File: src/hw/rtl/bqf_pkg.sv
`default_nettype none

package bqf_pkg;

    // Coefficient register map
    localparam int NUM_COEFS = 5;
    localparam int CFG_IDX_W = 3;
    localparam logic [CFG_IDX_W-1:0] CFG_B0 = 3'd0;
    localparam logic [CFG_IDX_W-1:0] CFG_B1 = 3'd1;
    localparam logic [CFG_IDX_W-1:0] CFG_B2 = 3'd2;
    localparam logic [CFG_IDX_W-1:0] CFG_A1 = 3'd3;
    localparam logic [CFG_IDX_W-1:0] CFG_A2 = 3'd4;

    // Microprogram size
    localparam int STEP_W  = 3;
    localparam int N_STEPS = 8;

    typedef enum logic [2:0] {
        COEF_B0 = 3'd0,
        COEF_B1 = 3'd1,
        COEF_B2 = 3'd2,
        COEF_A1 = 3'd3,
        COEF_A2 = 3'd4
    } t_coef_sel;

    // multiplier sample operand
    typedef enum logic [1:0] {
        MOP_IN = 2'd0,  // straight from the input port, also latches x
        MOP_X  = 2'd1,
        MOP_Y  = 2'd2
    } t_mop;

    typedef enum logic [1:0] {
        ACC_HOLD = 2'd0,
        ACC_LOAD = 2'd1,    // acc = p + addend
        ACC_SUB  = 2'd2     // acc = acc - p
    } t_acc_op;

    typedef enum logic [1:0] {
        ADD_ZERO = 2'd0,
        ADD_D1   = 2'd1,
        ADD_D2   = 2'd2
    } t_add_sel;

    typedef enum logic [1:0] {
        BR_NEXT     = 2'd0,
        BR_WAIT_IN  = 2'd1, // hold until a request is taken
        BR_WAIT_OUT = 2'd2  // hold until output slot is free, then back to step 0
    } t_branch;

    typedef struct packed {
        t_coef_sel coef;
        t_mop      mop;
        t_acc_op   acc;
        t_add_sel  add;
        logic      wr_y;
        logic      wr_d1;
        logic      wr_d2;
        t_branch   br;
    } t_ctrl;

    // Microcode ROM.
    // y  = sat(b0*x + d1)
    // d1 = sat(b1*x + d2 - a1*y)
    // d2 = sat(b2*x - a2*y)
    function automatic t_ctrl ucode(input logic [STEP_W-1:0] step);
        t_ctrl c;
        c = '{coef: COEF_B0, mop: MOP_X, acc: ACC_HOLD, add: ADD_ZERO,
              wr_y: 1'b0, wr_d1: 1'b0, wr_d2: 1'b0, br: BR_NEXT};
        case (step)
            3'd0: begin
                c.coef = COEF_B0; c.mop = MOP_IN; c.br = BR_WAIT_IN;
            end
            3'd1: begin
                c.coef = COEF_B1; c.acc = ACC_LOAD; c.add = ADD_D1;
            end
            3'd2: begin
                c.acc = ACC_LOAD; c.add = ADD_D2; c.wr_y = 1'b1;
            end
            3'd3: begin
                c.coef = COEF_A1; c.mop = MOP_Y;
            end
            3'd4: begin
                c.coef = COEF_B2; c.acc = ACC_SUB;
            end
            3'd5: begin
                c.coef = COEF_A2; c.mop = MOP_Y; c.acc = ACC_LOAD;
                c.add = ADD_ZERO; c.wr_d1 = 1'b1;
            end
            3'd6: begin
                c.acc = ACC_SUB;
            end
            default: begin
                c.wr_d2 = 1'b1; c.br = BR_WAIT_OUT;
            end
        endcase
        return c;
    endfunction

endpackage

`default_nettype wire

File: src/hw/rtl/biquad_tdf2_filter.sv
// Each taken request runs the microprogram on the single shared multiplier
//   and accumulator; a new sample is accepted only once the program is back
//   at its wait step and the last result has moved to the output slot.
// Reset (synchronous, active low) clears both delay terms, sets b0 to 1.0 and
//   the other coefficients to 0, and returns the sequencer to its wait step.
`default_nettype none

module biquad_tdf2_filter
    import bqf_pkg::*;
#(
    parameter int SAMPLE_WIDTH = 24,
    parameter int COEF_WIDTH   = 32
) (
    input  wire logic                          i_clk,
    input  wire logic                          i_rst_n,
    // input sample stream
    input  wire logic                          i_s_axis_tvalid,
    output logic                               o_s_axis_tready,
    // [SAMPLE_WIDTH-1:0] sample_in, zero fill above
    input  wire logic [((SAMPLE_WIDTH+7)/8)*8-1:0] i_s_axis_tdata,
    // filtered sample stream
    output logic                               o_m_axis_tvalid,
    input  wire logic                          i_m_axis_tready,
    // [SAMPLE_WIDTH-1:0] sample_out, zero fill above
    output logic [((SAMPLE_WIDTH+7)/8)*8-1:0]  o_m_axis_tdata,
    // coefficient write channel
    input  wire logic                          i_cfg_valid,
    output logic                               o_cfg_ready,
    input  wire logic [CFG_IDX_W-1:0]          i_cfg_index,
    input  wire logic [COEF_WIDTH-1:0]         i_cfg_data
);

    localparam int TDATA_W = ((SAMPLE_WIDTH + 7) / 8) * 8;

    // Coefficient bank, Q2.29 at the default width
    logic [NUM_COEFS-1:0][COEF_WIDTH-1:0] r_coef;

    // Sequencer
    logic [STEP_W-1:0] r_step;
    logic [STEP_W-1:0] n_step;
    t_ctrl             w_ctrl;

    // Output register
    logic                            r_out_valid;
    logic signed [SAMPLE_WIDTH-1:0]  r_out_data;

    logic                            w_in_take;
    logic                            w_out_free;
    logic signed [SAMPLE_WIDTH-1:0]  w_y;

    assign w_ctrl = ucode(r_step);

    // A request is taken only in the wait step; the output register is a
    // separate slot, so the next sample can enter while a result is pending.
    assign o_s_axis_tready = (w_ctrl.br == BR_WAIT_IN);
    assign w_in_take       = i_s_axis_tvalid && o_s_axis_tready;
    assign w_out_free      = !r_out_valid || i_m_axis_tready;

    always_comb begin
        unique case (w_ctrl.br)
            BR_NEXT:     n_step = r_step + 1'b1;
            BR_WAIT_IN:  n_step = w_in_take ? r_step + 1'b1 : r_step;
            BR_WAIT_OUT: n_step = w_out_free ? '0 : r_step;
            default:     n_step = '0;
        endcase
    end

    always_ff @(posedge i_clk) begin
        if (!i_rst_n) begin
            r_step <= '0;
        end else begin
            r_step <= n_step;
        end
    end

    // Coefficient writes; indexes past the bank are dropped.
    assign o_cfg_ready = 1'b1;

    always_ff @(posedge i_clk) begin
        if (!i_rst_n) begin
            r_coef[CFG_B0] <= COEF_WIDTH'(1) << (COEF_WIDTH - 3);
            r_coef[CFG_B1] <= '0;
            r_coef[CFG_B2] <= '0;
            r_coef[CFG_A1] <= '0;
            r_coef[CFG_A2] <= '0;
        end else if (i_cfg_valid && o_cfg_ready) begin
            case (i_cfg_index)
                CFG_B0:  r_coef[CFG_B0] <= i_cfg_data;
                CFG_B1:  r_coef[CFG_B1] <= i_cfg_data;
                CFG_B2:  r_coef[CFG_B2] <= i_cfg_data;
                CFG_A1:  r_coef[CFG_A1] <= i_cfg_data;
                CFG_A2:  r_coef[CFG_A2] <= i_cfg_data;
                default: ;
            endcase
        end
    end

    bqf_datapath #(
        .SAMPLE_WIDTH (SAMPLE_WIDTH),
        .COEF_WIDTH   (COEF_WIDTH)
    ) u_datapath (
        .i_clk    (i_clk),
        .i_rst_n  (i_rst_n),
        .i_ctrl   (w_ctrl),
        .i_sample (i_s_axis_tdata[SAMPLE_WIDTH-1:0]),
        .i_coef   (r_coef),
        .o_y      (w_y)
    );

    // Last step hands y to the output slot once it is free.
    always_ff @(posedge i_clk) begin
        if (!i_rst_n) begin
            r_out_valid <= 1'b0;
        end else if (w_ctrl.br == BR_WAIT_OUT && w_out_free) begin
            r_out_valid <= 1'b1;
        end else if (i_m_axis_tready) begin
            r_out_valid <= 1'b0;
        end
    end

    always_ff @(posedge i_clk) begin
        if (w_ctrl.br == BR_WAIT_OUT && w_out_free) begin
            r_out_data <= w_y;
        end
    end

    assign o_m_axis_tvalid = r_out_valid;
    assign o_m_axis_tdata  = TDATA_W'($unsigned(r_out_data));

    // A taken request always starts the program at step one.
    a_take_starts: assert property (@(posedge i_clk) disable iff (!i_rst_n)
        w_in_take |=> (r_step == STEP_W'(1)))
        else $error("sequencer did not start after input request");

    // The sequencer never leaves the wait step without a request.
    a_wait_holds: assert property (@(posedge i_clk) disable iff (!i_rst_n)
        (r_step == '0 && !i_s_axis_tvalid) |=> (r_step == '0))
        else $error("sequencer left wait step without a request");

    // A new result appears only from the final program step.
    a_out_from_last: assert property (@(posedge i_clk) disable iff (!i_rst_n)
        $rose(o_m_axis_tvalid) |-> ($past(r_step) == STEP_W'(N_STEPS - 1)))
        else $error("output valid raised outside the final step");

endmodule

`default_nettype wire

File: src/hw/rtl/bqf_datapath.sv
`default_nettype none

module bqf_datapath
    import bqf_pkg::*;
#(
    parameter int SAMPLE_WIDTH = 24,
    parameter int COEF_WIDTH   = 32
) (
    input  wire logic                                  i_clk,
    input  wire logic                                  i_rst_n,
    input  wire t_ctrl                                 i_ctrl,
    input  wire logic signed [SAMPLE_WIDTH-1:0]        i_sample,
    input  wire logic [NUM_COEFS-1:0][COEF_WIDTH-1:0]  i_coef,
    output logic signed [SAMPLE_WIDTH-1:0]             o_y
);

    localparam int DW   = SAMPLE_WIDTH + COEF_WIDTH;  // delay / product width
    localparam int AW   = DW + 2;                     // room for a three-term sum
    localparam int FRAC = COEF_WIDTH - 3;             // output shift
    localparam int RW   = SAMPLE_WIDTH + 4;           // rounded value before clamp

    logic signed [SAMPLE_WIDTH-1:0] r_x;
    logic signed [SAMPLE_WIDTH-1:0] r_y;
    logic signed [DW-1:0]           r_p;
    logic signed [AW-1:0]           r_acc;
    logic signed [DW-1:0]           r_d1;
    logic signed [DW-1:0]           r_d2;

    logic signed [COEF_WIDTH-1:0]   w_coef;
    logic signed [SAMPLE_WIDTH-1:0] w_mop;
    logic signed [DW-1:0]           w_prod;
    logic signed [DW-1:0]           w_add;
    logic signed [AW-1:0]           n_acc;
    logic signed [DW-1:0]           w_acc_sat;
    logic signed [SAMPLE_WIDTH+2:0] w_shift;
    logic signed [RW-1:0]           w_rnd;
    logic signed [SAMPLE_WIDTH-1:0] w_y;

    always_comb begin
        case (i_ctrl.coef)
            COEF_B0: w_coef = i_coef[CFG_B0];
            COEF_B1: w_coef = i_coef[CFG_B1];
            COEF_B2: w_coef = i_coef[CFG_B2];
            COEF_A1: w_coef = i_coef[CFG_A1];
            COEF_A2: w_coef = i_coef[CFG_A2];
            default: w_coef = '0;
        endcase
    end

    always_comb begin
        case (i_ctrl.mop)
            MOP_IN:  w_mop = i_sample;
            MOP_X:   w_mop = r_x;
            MOP_Y:   w_mop = r_y;
            default: w_mop = '0;
        endcase
    end

    // full-precision product, always exact in DW bits
    assign w_prod = DW'(w_coef) * DW'(w_mop);

    always_comb begin
        case (i_ctrl.add)
            ADD_D1:  w_add = r_d1;
            ADD_D2:  w_add = r_d2;
            default: w_add = '0;
        endcase
    end

    always_comb begin
        case (i_ctrl.acc)
            ACC_LOAD: n_acc = AW'(r_p) + AW'(w_add);
            ACC_SUB:  n_acc = r_acc - AW'(r_p);
            default:  n_acc = r_acc;
        endcase
    end

    // clamp accumulator to delay width
    always_comb begin
        if ((&r_acc[AW-1:DW-1]) || !(|r_acc[AW-1:DW-1])) begin
            w_acc_sat = r_acc[DW-1:0];
        end else if (r_acc[AW-1]) begin
            w_acc_sat = {1'b1, {(DW-1){1'b0}}};
        end else begin
            w_acc_sat = {1'b0, {(DW-1){1'b1}}};
        end
    end

    // round half up, then clamp to sample width
    assign w_shift = w_acc_sat[DW-1:FRAC];
    assign w_rnd   = RW'(w_shift) + RW'({1'b0, w_acc_sat[FRAC-1]});

    always_comb begin
        if ((&w_rnd[RW-1:SAMPLE_WIDTH-1]) || !(|w_rnd[RW-1:SAMPLE_WIDTH-1])) begin
            w_y = w_rnd[SAMPLE_WIDTH-1:0];
        end else if (w_rnd[RW-1]) begin
            w_y = {1'b1, {(SAMPLE_WIDTH-1){1'b0}}};
        end else begin
            w_y = {1'b0, {(SAMPLE_WIDTH-1){1'b1}}};
        end
    end

    always_ff @(posedge i_clk) begin
        r_p   <= w_prod;
        r_acc <= n_acc;
        if (i_ctrl.mop == MOP_IN) begin
            r_x <= i_sample;
        end
        if (i_ctrl.wr_y) begin
            r_y <= w_y;
        end
    end

    always_ff @(posedge i_clk) begin
        if (!i_rst_n) begin
            r_d1 <= '0;
            r_d2 <= '0;
        end else begin
            if (i_ctrl.wr_d1) begin
                r_d1 <= w_acc_sat;
            end
            if (i_ctrl.wr_d2) begin
                r_d2 <= w_acc_sat;
            end
        end
    end

    assign o_y = r_y;

endmodule

`default_nettype wire
File: config.mk
export PLATFORM = sky130hd
export DESIGN_NAME = biquad_tdf2_filter
export DESIGN_NICKNAME = d
export VERILOG_FILES = /design/src/hw/rtl/bqf_pkg.sv /design/src/hw/rtl/biquad_tdf2_filter.sv /design/src/hw/rtl/bqf_datapath.sv
export SDC_FILE = /design/constraint.sdc
export NUM_CORES = 2
export LEC_CHECK = 0
export BUFFER_PORTS_ARGS = -buffer_cell sky130_fd_sc_hd__buf_2
export CAP_MARGIN = 20
export CELL_PAD_IN_SITES_DETAIL_PLACEMENT = 1
export CELL_PAD_IN_SITES_GLOBAL_PLACEMENT = 2
export CORE_MARGIN = 8
export CORE_UTILIZATION = 30
export DETAILED_ROUTE_END_ITERATION = 8
export PLACE_DENSITY = 0.59
export SLEW_MARGIN = 5
export SYNTH_ARGS = -nofsm -noshare
export SYNTH_HDL_FRONTEND = slang
export SYNTH_SLANG_ARGS = --single-unit
File: constraint.sdc
create_clock -name i_clk -period 13.49 [get_ports i_clk]
set_clock_uncertainty 0.2 [all_clocks]
set_input_delay 2.698 -clock i_clk [delete_from_list [all_inputs] [get_ports i_clk]]
set_output_delay 2.698 -clock i_clk [all_outputs]
set_load 0.005 [all_outputs]
* Word-level counts from Yosys, hierarchy flattened
Cells that the tools add are included.
** Storage, ports and cells
- RAM bits :: 0
- Bits in latches :: 0
- ROM bits :: 0
- Output and inout bits :: 27
- Memories kept :: 0
- Word-level logic and storage cells :: 93
- Bits in registers :: 462
- Input bits :: 64
** Operators by class
- Div/mod/pow operators :: 0
- Reduce and logical (&&, ||, !) cells :: 30
- Equality and inequality tests :: 24
- Bitwise logic cells :: 0
- Multiply operators :: 1
- Order comparisons :: 0
- Shifts and indexed selects :: 0
- Muxes and demuxes :: 20
- $add $sub $neg :: 4
** Operators with widths (number)
- one-hot mux 32 bit (5 select lines) :: 1
- one-hot mux 58 bit (2 select lines) :: 1
- 2-to-1 mux 56 bit :: 2
- one-hot mux 56 bit (2 select lines) :: 1
- one-hot mux 24 bit (3 select lines) :: 1
- subtractor 58 x 56 -> 58 bit :: 1
- adder 56 x 56 -> 57 bit :: 1
- multiplier 32 x 24 -> 56 bit :: 1
- 2-to-1 mux 24 bit :: 2
- adder 27 x 2 -> 28 bit :: 1
- equality test 3 x 2 -> 1 bit, second input constant :: 6
- one-hot mux 2 bit (2 select lines) :: 4
- equality test 3 bit, second input constant :: 5
- one-hot mux 3 bit (4 select lines) :: 1
- AND reduction 2 bit :: 6
- equality test 3 x 1 -> 1 bit, second input constant :: 3
- zero test 3 bit :: 3
- one-hot mux 3 bit (3 select lines) :: 1
- equality test 2 x 1 -> 1 bit, second input constant :: 4
- equality test 2 bit, second input constant :: 4
- OR reduction 7 bit :: 1
- 2-to-1 mux 3 bit :: 2
- OR reduction 3 bit :: 2
- OR reduction 6 bit :: 1
- other kinds (13) :: 24

* Longest topological paths before layout
- Depth in word-level cells :: 9
- Mapped depth :: 38
- Gate-level depth less buffers :: 34

* Hierarchy
Synthesis repeated with hierarchy kept, for this count alone.
** Second synthesis, totals
- Cell total of the unflattened synthesis :: 6037
- Area total of the unflattened synthesis :: 53000.8 um^2
** Modules (own cells, without submodules)
- bqf_datapath :: seq. area each 6546.3 um^2, cells each 5259, instances 1, area an instance 45949.1 um^2
- biquad_tdf2_filter :: seq. area each 4003.8 um^2, cells each 778, instances 1, area an instance 7051.8 um^2

* Worst setup path before layout
Ideal clock, no wire load.
- Kind :: input to register
- From :: input port i_s_axis_tdata[0]
- To :: register u_datapath.r_p[55]
- Data arrival time :: 9.763 ns
- Data required time :: 13.218 ns
- Slack :: 3.455 ns
- Buffers on the path :: 1
- Stages :: 28
- Setup time :: 0.072 ns
- Cell sequence :: a22oi_1 > nand2_1 > clkbuf_1 > nand2_1 > fa_1 > inv_1 > fa_1 > inv_1 > fa_1 > inv_1 > fa_1 > fa_1 > fa_1 > inv_1 > fa_1 > inv_1 > ha_1 > a21o_1 > a21o_1 > a21o_1 > a2111oi_0 > o21ai_0 > a311oi_1 > o21ai_0 > nand4_1 > nand4b_1 > a21oi_1 > xnor2_1
** Between the ends
- Longest elaborated chain between the ends :: 2
** Ends and longest elaborated chain
- from (decl) :: RTL line biquad_tdf2_filter.sv:20 : input wire logic [((SAMPLE_WIDTH+7)/8)*8-1:0] i_s_axis_tdata,
- one-hot mux 24 bit (3 select lines) :: RTL line bqf_datapath.sv:51 : case (i_ctrl.mop)
- multiplier 32 x 24 -> 56 bit :: RTL line bqf_datapath.sv:60 : assign w_prod = DW'(w_coef) * DW'(w_mop);
- net u_datapath.w_prod[55] :: RTL line bqf_datapath.sv:31 : logic signed [DW-1:0] w_prod;
- to (signal assigned) :: RTL line bqf_datapath.sv:104 : r_p <= w_prod;
- to (decl) :: RTL line bqf_datapath.sv:24 : logic signed [DW-1:0] r_p;
The timed path passes the listed nets, and every way through them passes these cells.
A chain may end at the register's enable or synchronous reset.

* Final worst setup path
- From :: register r_step[2]
- To :: register u_datapath.r_p[55]
** Between the ends
- Longest elaborated chain between the ends :: 6
- Elaborated cells between the ends (all ways) :: 19
- Those cells by class :: mul: 1; eq/ne: 10; mux: 4; reduce/logical: 4
** Ends and longest elaborated chain
- from (decl) :: RTL line biquad_tdf2_filter.sv:39 : logic [STEP_W-1:0] r_step;
- from (signal assigned) :: RTL line biquad_tdf2_filter.sv:72 : r_step <= n_step;
- equality test 3 bit / equality test 3 x 2 -> 1 bit (equally long branches) :: RTL line bqf_pkg.sv:70 : case (step)
- OR reduction 2 bit (no line)
- one-hot mux 2 bit (2 select lines) :: RTL line bqf_pkg.sv:70
- equality test 2 bit (tied with other cells) :: RTL line bqf_datapath.sv:51
- one-hot mux 24 bit (3 select lines) :: RTL line bqf_datapath.sv:51
- multiplier 32 x 24 -> 56 bit (*) :: RTL line bqf_datapath.sv:60
- net u_datapath.w_prod[55] :: RTL line bqf_datapath.sv:31
The timed path passes the listed nets; every way through them passes the cells marked *.

==> results.md <==
- Largest net degree at the start of global routing: 108
- Worst-margin pin slew: 1.23 ns
- Hold Slack: roughly 0.26 ns
- Xor and xnor area share after synthesis: 2.88%
- Most used DFF post-synth: dfxtp_1
- Synth-to-layout area growth: 10.3%
- Status: completed
- Final Max Slew Viols: 0
- R2R cell count: 33
- Syn Nets: about 7.3k
- Site Rows: between 150 and 200
- Fillers: 20.4k
- R2R Path Start: r_step[2]
- Post-synthesis compound-gate area fraction: 15.0%
- Slowest CP cell: fa_1
- Reg2reg end: u_datapath.r_p[55]
- Initial antenna violation count: 7
- Clock insertion delay at the later pin of the skew report: 0.69 ns
- RSZ-0062 raised after global routing: false
- H-Tree Depth: 3
- Final Hold Viols: 0
- Tcrit/Tclk final: around 84%
- Placer Congestion: about 0.87
- Startpoint types: flip-flop
- PwrDens: ~270 nW/um2
- Core Area: ~170000 um2
- Synthesized area: 52500 um2
- Gr ovfl total: 0
- Hold worst-path end: u_datapath.r_d2[29]
- Die width: 435 um
- Crit path top cell by count: fa_1
- Post-synth top cells: 1195 x nand2_1, 965 x inv_1, 785 x fa_1
- Lkg Pwr: ~0.026 uW
- Synth cell types: 93
- DR iter-0 viols: between 2k and 2.5k
- Final ANT Viol Nets: 0
- Post-synthesis mux area share: less than 1%
- Post-DR vias/cell: between 4 and 5
- Worst-path clk slew: ~0.06 ns
- Initial Utilization: 30.2%
- Synth Register Bits: 462
- Critical path's largest stage delay: 0.70 ns
- Kind of critical path: reg2reg
- Total of max-cap violations: 0
- F_max: just under 90 MHz
- Worst min-delay path startpoint: u_datapath.r_d2[29]
- Layout cells sized above 1: under 10%
- Largest family of logic cells by synthesized area: adder cells
- Worst min path class: reg2reg
- First-pass GRT wire length: around 300000 um
- Multi-input logic area: ~37000 um2
- I/O pins: slightly above 90
- YS warnings: 0
- CTS tree: yes
- Total wire length after detailed routing: slightly below 200000 um
- Cell taking the most area after synthesis: fa_1
- HPWL Detailed: 157000 um
- Post-synth top area share: between 20% and 30%
- Area contributors post-synth: fa_1 30%, dfxtp_1 13%, nand2_1 8.5%
- Total number of vias: approximately 42k
- Num CTS Buffers: 66
- Synth Area in Simple Gates: 16.0%
- Async set or reset register ratio after synthesis: 0%
- Detailed-router iteration count before antenna repair: 5
- EDFF count, synth: between 100 and 150
- Final #Nets: 7247
- Drt wl/cell: 23.3 um
- Buffer levels on the longest clock path: 3
- Clock Root Buffer: clkbuf_16
- Synth Area in Adders: a little over a third
- Global-route usage over all layers: between 20% and 30%
- Syn_area_per_cell: 8.52 um2
- # resized after CTS: 0
- Reg-to-reg setup timing slack: 2.17 ns
- Critical path endpoint category: flip-flop
- CTS sink count: between 400 and 500
- Most frequent cell after synthesis: nand2_1
- Required time worst endpoint: ~14 ns
- Final min period: around 11 ns
- Final TNS setup: 0 ns
- Residual DRC: 0
- Hold_buf cts: 0
- Worst Hold Depth: 2
- Register area: 10600 um2
- Final core occ: approximately 33%
- VDD IR max: between 300 and 400 uV
- Seq/Total Area, Yosys: approximately a fifth
- CP Max Fanout: 38
- Critical Path Start: r_step[2]
- Post-CTS setup buffers: 0
- Die area: ~190000 um2
- Final setup viols: 0
- Die height: between 400 and 500 um
- Worst relative slew slack: 17.0%
- Syn Inst Count: between 6k and 7k
- Vias in the first global route: about 46k
- Number of I/O port buffers: between 80 and 90
- CP arrival: 11.75 ns
-- layout by cell type (no fill, tap or decap), types with 26 or more instances in the layout --
cell       instances
inv_1            964
nand3_1           59
buf_4            122
and2_1           112
o21ai_0          244
o21bai_1          26
nand4_1           32
a221o_1           33
xor2_1            75
nand2_1         1190
fa_1             785
nand2b_1          26
clkbuf_16         68
dfxtp_1          332
buf_2             90
a221oi_1          31
xnor2_1           98
a21oi_1          227
edfxtp_1         130
a21o_1            84
a22oi_1          110
nor2_1           463
ha_1             270
a21boi_0         199
-- how the worst max path moves through the flow --
stage                          to  slack (ns)  cells past startpoint
2_1_floorplan  u_datapath.r_p[55]        3.45                     28
3_3_place_gp   u_datapath.r_p[55]        1.63                     29
3_5_place_dp   u_datapath.r_p[55]        1.51                     28
4_1_cts        u_datapath.r_p[53]        2.08                     33
5_1_grt        u_datapath.r_p[55]        1.25                     33
6_report       u_datapath.r_p[55]        2.17                     33
-- worst max-delay path: cells and delay by family, from the launching register on --
family / cells / cell delay, ns
buf+inv: 9 / 1.71
simple gates: 5 / 1.21
flops: 1 / 0.58
fa+ha+maj: 9 / 4.33
compound gates: 9 / 3.05
xor+xnor: 1 / 0.12
-- metrics by stage --
| step | cell area [um2] | instances | setup WS, ns | power, uW |
|---|---|---|---|---|
| 2_1_floorplan | 52500 | 6167 | 3.45 | 10300 |
| 3_3_place_gp | 55700 | 8374 | 1.63 | 14100 |
| 3_5_place_dp | 55700 | 8376 | 1.51 | 14200 |
| 4_1_cts | 57800 | 8491 | 2.08 | 16100 |
| 5_1_grt | 57900 | 8496 | 1.25 | 17400 |
| 6_report | 57900 | 8499 | 2.17 | 15800 |
-- per-layer routing --
metal / vias up / GRT usage, % / part of all wire (%)
met5: - / 0 / 0.095
met4: 2 / 6.95 / 3.6
met3: 228 / 3.11 / 3.8
met2: 635 / 35.9 / 48
met1: 21900 / 27.2 / 44
li1: 19500 / - / -
-- state kept, by name (all words and copies together), names as in the netlist --
name / flops
o_m_axis_tdata: 24
o_m_axis_tvalid: 1
r_coef: 160
r_step: 3
u_datapath.o_y: 24
u_datapath.r_acc: 58
u_datapath.r_d1: 56
u_datapath.r_d2: 56
u_datapath.r_p: 56
u_datapath.r_x: 24
-- cell type report --
cell class,instances,area share (%)
multi-input combinational,4407,64.2
sequential,462,18.2
inverter,967,6.26
tap,2325,5.02
clock buffer,85,3.13
timing repair buffer,220,2.62
clock inverter,30,0.561
antenna,3,0.0130
-- report_power, final --
group | internal (uW) | switching (uW) | total, uW
clock | 1020 | 759 | 1780
sequential | 1980 | 329 | 2310
combinational | 4250 | 7470 | 11700
-- cells by family (layout without fill, tap and decap cells) --
kind of cell,Yosys count,count (layout)
compound gates,1156,1156
xor+xnor,173,173
fa+ha+maj,1059,1059
buf+inv,1298,1302
flops,462,462
mux,9,9
other cells,1,4
simple gates,2009,2009
(Power assumes the default switching activity.)
